<file path="src/rtl/dsa_pkg.sv">
package dsa_pkg;

  localparam int unsigned MaxSlotsDefault = 1024;

  localparam int unsigned AddrW    = 48;
  localparam int unsigned StrideW  = 13;
  localparam int unsigned CntW     = 11;
  localparam int unsigned SlotW    = 10;
  localparam int unsigned FailW    = 32;
  localparam int unsigned ProdW    = CntW + StrideW;
  localparam int unsigned CfgIdxW  = 2;
  localparam int unsigned CfgDataW = AddrW;
  // wide enough to hold slot-count values up to 2**17 - 1
  localparam int unsigned CmpW     = 17;

  localparam logic [StrideW-1:0] StrideReset   = StrideW'(32);
  localparam logic [CntW-1:0]    CapacityReset = CntW'(1024);

  typedef enum logic [CfgIdxW-1:0] {
    CfgHeapBase   = 2'd0,
    CfgSlotStride = 2'd1,
    CfgCapacity   = 2'd2
  } cfg_idx_e;

  typedef enum logic {
    KindAlloc   = 1'b0,
    KindRelease = 1'b1
  } kind_e;

  typedef enum logic [2:0] {
    StAllocated   = 3'd0,
    StExhausted   = 3'd1,
    StReleased    = 3'd2,
    StInvalid     = 3'd3,
    StNeverIssued = 3'd4,
    StAlreadyFree = 3'd5
  } status_e;

  typedef enum logic [1:0] {
    FsmIdle = 2'd0,
    FsmExec = 2'd1,
    FsmDone = 2'd2
  } fsm_e;

  typedef struct packed {
    kind_e            kind;
    logic             release_valid;
    logic [SlotW-1:0] release_slot;
  } req_t;

  typedef struct packed {
    status_e          status;
    logic [SlotW-1:0] granted_slot;
    logic [AddrW-1:0] granted_address;
    logic [CntW-1:0]  used_count;
    logic [FailW-1:0] failure_count;
  } rsp_t;

endpackage

</file>
<file path="src/rtl/dsa_addr_unit.sv">
module dsa_addr_unit import dsa_pkg::*; (
  input  logic               clk_i,
  input  logic               calc_en_i,
  input  logic               grant_i,
  input  logic [CntW-1:0]    slot_i,
  input  logic [StrideW-1:0] stride_i,
  input  logic [AddrW-1:0]   base_i,
  output logic [AddrW-1:0]   addr_o
);

  logic [ProdW-1:0] prod_q;
  logic             grant_q;

  // product registered here, base added combinationally after the register
  always_ff @(posedge clk_i) begin
    if (calc_en_i) begin
      prod_q  <= ProdW'(slot_i) * ProdW'(stride_i);
      grant_q <= grant_i;
    end
  end

  assign addr_o = grant_q ? (base_i + AddrW'(prod_q)) : '0;

endmodule

</file>
<file path="config.mk">
export PLATFORM = sky130hd
export DESIGN_NAME = dsa_addr_unit
export DESIGN_NICKNAME = d
export VERILOG_FILES = /design/src/rtl/dsa_pkg.sv /design/src/rtl/dsa_addr_unit.sv
export SDC_FILE = /design/constraint.sdc
export NUM_CORES = 1
export LEC_CHECK = 0
export ABC_CLOCK_PERIOD_IN_PS = 15700
export BUFFER_PORTS_ARGS = -buffer_cell sky130_fd_sc_hd__buf_2
export CAP_MARGIN = 20
export CELL_PAD_IN_SITES_DETAIL_PLACEMENT = 0
export CELL_PAD_IN_SITES_GLOBAL_PLACEMENT = 1
export CORE_ASPECT_RATIO = 1.2
export CORE_MARGIN = 2
export CORE_UTILIZATION = 45
export DETAILED_ROUTE_END_ITERATION = 12
export PLACE_DENSITY = 0.91
export SYNTH_ARGS = -nofsm -noshare
export SYNTH_HDL_FRONTEND = slang
export SYNTH_SLANG_ARGS = --single-unit
export TNS_END_PERCENT = 10
</file>
<file path="constraint.sdc">
create_clock -name clk_i -period 15.7 [get_ports clk_i]
set_clock_uncertainty 0.05 [all_clocks]
set_input_delay 0 -clock clk_i [delete_from_list [all_inputs] [get_ports clk_i]]
set_output_delay 0 -clock clk_i [all_outputs]
set_load 0.02 [all_outputs]
</file>
# --- After elaboration in Yosys (flattened, before gate mapping) ---
# Cells that the tools add are included.
totals:
  ff_bits: 25
  elab_cells: 5
  inputBits: 75
  output_inout_bits: 48
classes:
  n_mul: 1
  muxes: 1
  n_addsub: 1
ops:
  columns: ["op", "n"]
  rows:
  - ["48-bit by 24-bit adder with 48-bit output", 1]
  - ["48-bit 2-to-1 mux", 1]
  - ["11-bit by 13-bit multiplier with 24-bit output", 1]

# --- Longest topological paths before layout ---
depth:
  ltp_word: 2
  mapped_depth: 21
  depth_no_buf: 20

# --- Worst setup path before layout ---
# Ideal clock, no wire load.
synth_path:
  kind: "input -> register"
  from: "input port slot_i[4]"
  to: "register prod_q[20], data pin"
  setup_time_ps: 258
  n_path_buf: 1
  arrival_ps: 4729
  required_ps: 15392
  setup_slack_ps: 10663
  stages: 21
  cell_sequence: "clkbuf_1 -> nand2_1 -> fa_1 -> inv_1 -> fa_1 -> inv_1 -> fa_1 -> inv_1 -> fa_1 -> inv_1 -> fa_1 -> inv_1 -> ha_1 -> a21oi_1 -> nor3b_1 -> a21boi_0 -> o211ai_1 -> a31oi_1 -> a21o_1 -> a21oi_1 -> xnor2_1"
synth_between:
  elab_chain_len: 1
synth_rtl:
  columns: ["item", "line", "text"]
  rows:
  - ["from (decl)", "dsa_addr_unit.sv:5", "input logic [CntW-1:0] slot_i,"]
  - ["11-bit by 13-bit multiplier with 24-bit output", "dsa_addr_unit.sv:17", "prod_q <= ProdW'(slot_i) * ProdW'(stride_i);"]
  - ["to (signal assigned)", "dsa_addr_unit.sv:17", null]
  - ["to (decl)", "dsa_addr_unit.sv:11", "logic [ProdW-1:0] prod_q;"]
# No other way between the ends.
# A chain may end at the register's enable or synchronous reset.

# --- Worst setup path in the final report ---
layout_path:
  from: "input port slot_i[4]"
  to: "register prod_q[22], data pin"
# The elaborated chain is that of the path after synthesis.

==> qor.txt <==
status - completed
EDFF count, synth - 25
startpoint class of the critical path - primary input
PD cells - 157 nW/µm²
worst-path maximum fanout - 13
setup TNS - 0 ps
total CTS buffers - 3
row count - 50
Syn Area/Cell - 8.47 µm²
Total Wirelength - 15800 µm
First-pass DRT Iterations - 4
pin count of the biggest net entering global routing - 40
Sink Count - 25
H-tree level count - 1
hold depth - 2
Max-Cap Viols - 0
P_leak - 0.00408 µW
main flop type after synthesis - edfxtp_1
Synth Warn # - 0
I/O Buffers - 122
antenna-violating nets left - 0
antenna violations before repair - 0
DPL Wire Length - 13600 µm
Worst Tran Pin Value - 586 ps
Hold EP - prod_q[0]$_DFFE_PP_
Hold Slack - 170 ps
n_diodes - 0
Worst Path Arrival - 5040 ps
crit end category - flip-flop
Initial DRC Count - 228
Layout Area Growth over Synthesis - 11.9%
most common cell after layout, fill and taps aside - inv_1
endpoints failing setup - 0
fraction of registers with async set/reset - 0%
share of layout cells above drive strength 1 - 14.3%
vias - 5820
vias in the first global route - 5788
total core area - 15600 µm²
Routed wire per std cell - 13.7 µm
Final min period - 5100 ps
flops & latches, synth - 25
Die W - 120 µm
normalized max-slew margin - 60.9%
I/O Pins - 123
first-pass GRT wire length - 26600 µm
min-delay src - stride_i[0]
die height - 143 µm
TritonCTS clock tree - built
Critical Setup Path Class - in2reg
VDD IR max - 0.0831 mV
non-filler instance count after layout - 1159
clk buf depth - 2
residual DRC count - 0
Final Max Tran Viols - 0
cell count after placement - 1154
Die ar. - 17100 µm²
endpoints failing hold - 0
Synthesized Nets - 1113
final layout net count - 1212
RSZ-0062 raised after global routing - false
final worst-path cycle share - 32.5%
CTS root buffer - clkbuf_16
sequential area share after synthesis - 10.4%
highest-count cells in the layout ignoring fill and taps - 139 x inv_1, 122 x buf_2, 108 x nand2_1
GRT overflow - 0
vias per inst - 5.02
GP Congestion - 0.890
CP Data Required Time - 15640 ps
gr usage total - 18.8%
initial core utilization - 46.2%
clock-pin slew on the worst setup and hold paths - 60 ps
Post-Syn Instances - 853
Unique masters post-synth - 50
fmax - 196 MHz
Post-Syn Area - 7220 µm²
fillers - 1526
worst hold path type - in2reg
-- flip-flops by register name (all words and copies together) (netlist names) --
name / count
grant_q: 1
prod_q: 24
-- where the power goes --
group	switching (µW)	total, µW	internal, µW
clock	19.4	54.0	34.6
combinational	604	1060	459
sequential	9.41	155	146
-- worst max path at each step --
stage	endpoint	cells after the start	from
2_1_floorplan	prod_q[20]$_DFFE_PP_	21	slot_i[4]
3_3_place_gp	prod_q[22]$_DFFE_PP_	21	slot_i[4]
3_5_place_dp	prod_q[22]$_DFFE_PP_	21	slot_i[4]
4_1_cts	prod_q[22]$_DFFE_PP_	21	slot_i[4]
5_1_grt	prod_q[22]$_DFFE_PP_	21	slot_i[4]
6_report	prod_q[22]$_DFFE_PP_	21	slot_i[4]
-- repair_timing --
item	4_1_cts	5_1_grt
buffers inserted	0	0
hold buffers	1	0
gates resized for setup	0	0
hold endpoints to repair	1	0
-- layout make-up --
| class | instances | area (µm²) | share of cell area (%) |
|---|---|---|---|
| multi-input cells | 658 | 5830 | 72.2 |
| flip-flops and latches | 25 | 751 | 9.29 |
| repair buffers | 125 | 636 | 7.87 |
| inverters | 139 | 522 | 6.46 |
| well taps | 208 | 260 | 3.22 |
| clock buffers | 4 | 78.8 | 0.975 |
-- cell families after synthesis --
family / after synthesis / synth area share (%)
mux: 5 / 0.693
fa+ha+maj: 185 / 42.3
flops: 25 / 10.4
xor+xnor: 57 / 6.91
simple gates: 291 / 19.4
compound gates: 120 / 11.5
buf+inv: 170 / 8.83
-- stage by stage --
step | area [µm²] | utilization [%] | power (µW) | setup WS, ps
finish | 8080 | 51.7 | 1270 | 10600
global route | 8080 | 51.7 | 1430 | 10350
CTS | 8080 | 51.7 | 1280 | 10580
floorplan | 7220 | - | 1000 | 10660
detailed placement | 7990 | 51.1 | 1220 | 10310
global placement | 7990 | 51.1 | 1200 | 10450
-- cell usage after synthesis (7+ instances only) --
| cell type | n | share of area [%] |
|---|---|---|
| nand3_1 | 15 | 1.0 |
| nor3_1 | 10 | 0.69 |
| a21oi_1 | 37 | 2.6 |
| xnor2_1 | 40 | 4.9 |
| edfxtp_1 | 25 | 10 |
| xor2_1 | 17 | 2.1 |
| fa_1 | 99 | 27 |
| o21a_1 | 7 | 0.73 |
| ha_1 | 86 | 15 |
| and2_1 | 72 | 6.2 |
| nand2_1 | 108 | 5.6 |
| nor2_1 | 52 | 2.7 |
| clkbuf_1 | 31 | 1.6 |
| o21ai_0 | 14 | 0.97 |
| a211oi_1 | 10 | 1.0 |
| a21boi_0 | 8 | 0.83 |
| nand2b_1 | 9 | 0.78 |
| inv_1 | 139 | 7.2 |
| and3_1 | 10 | 0.87 |
| a21o_1 | 13 | 1.4 |
-- critical path, cell delays in order --
cell and delay (ps):
buf_2 210, nand2_1 110, fa_1 540, inv_1 50
fa_1 490, inv_1 50, fa_1 480, inv_1 50
fa_1 530, inv_1 50, fa_1 520, inv_1 40
ha_1 360, a21oi_1 120, a21boi_0 160, a21boi_0 370
o211ai_1 200, a31oi_1 270, nand2_1 90, o21ai_0 210
xor2_1 110
-- routing by layer --
layer | routed length [µm] | global-route usage [%] | share of wire, %
met4 | 146 | 3.65 | 0.92
met5 | 0 | 0 | 0
met3 | 626 | 0.879 | 4.0
met2 | 7750 | 34.0 | 49
met1 | 7310 | 25.2 | 46
(Power assumes the default switching activity.)
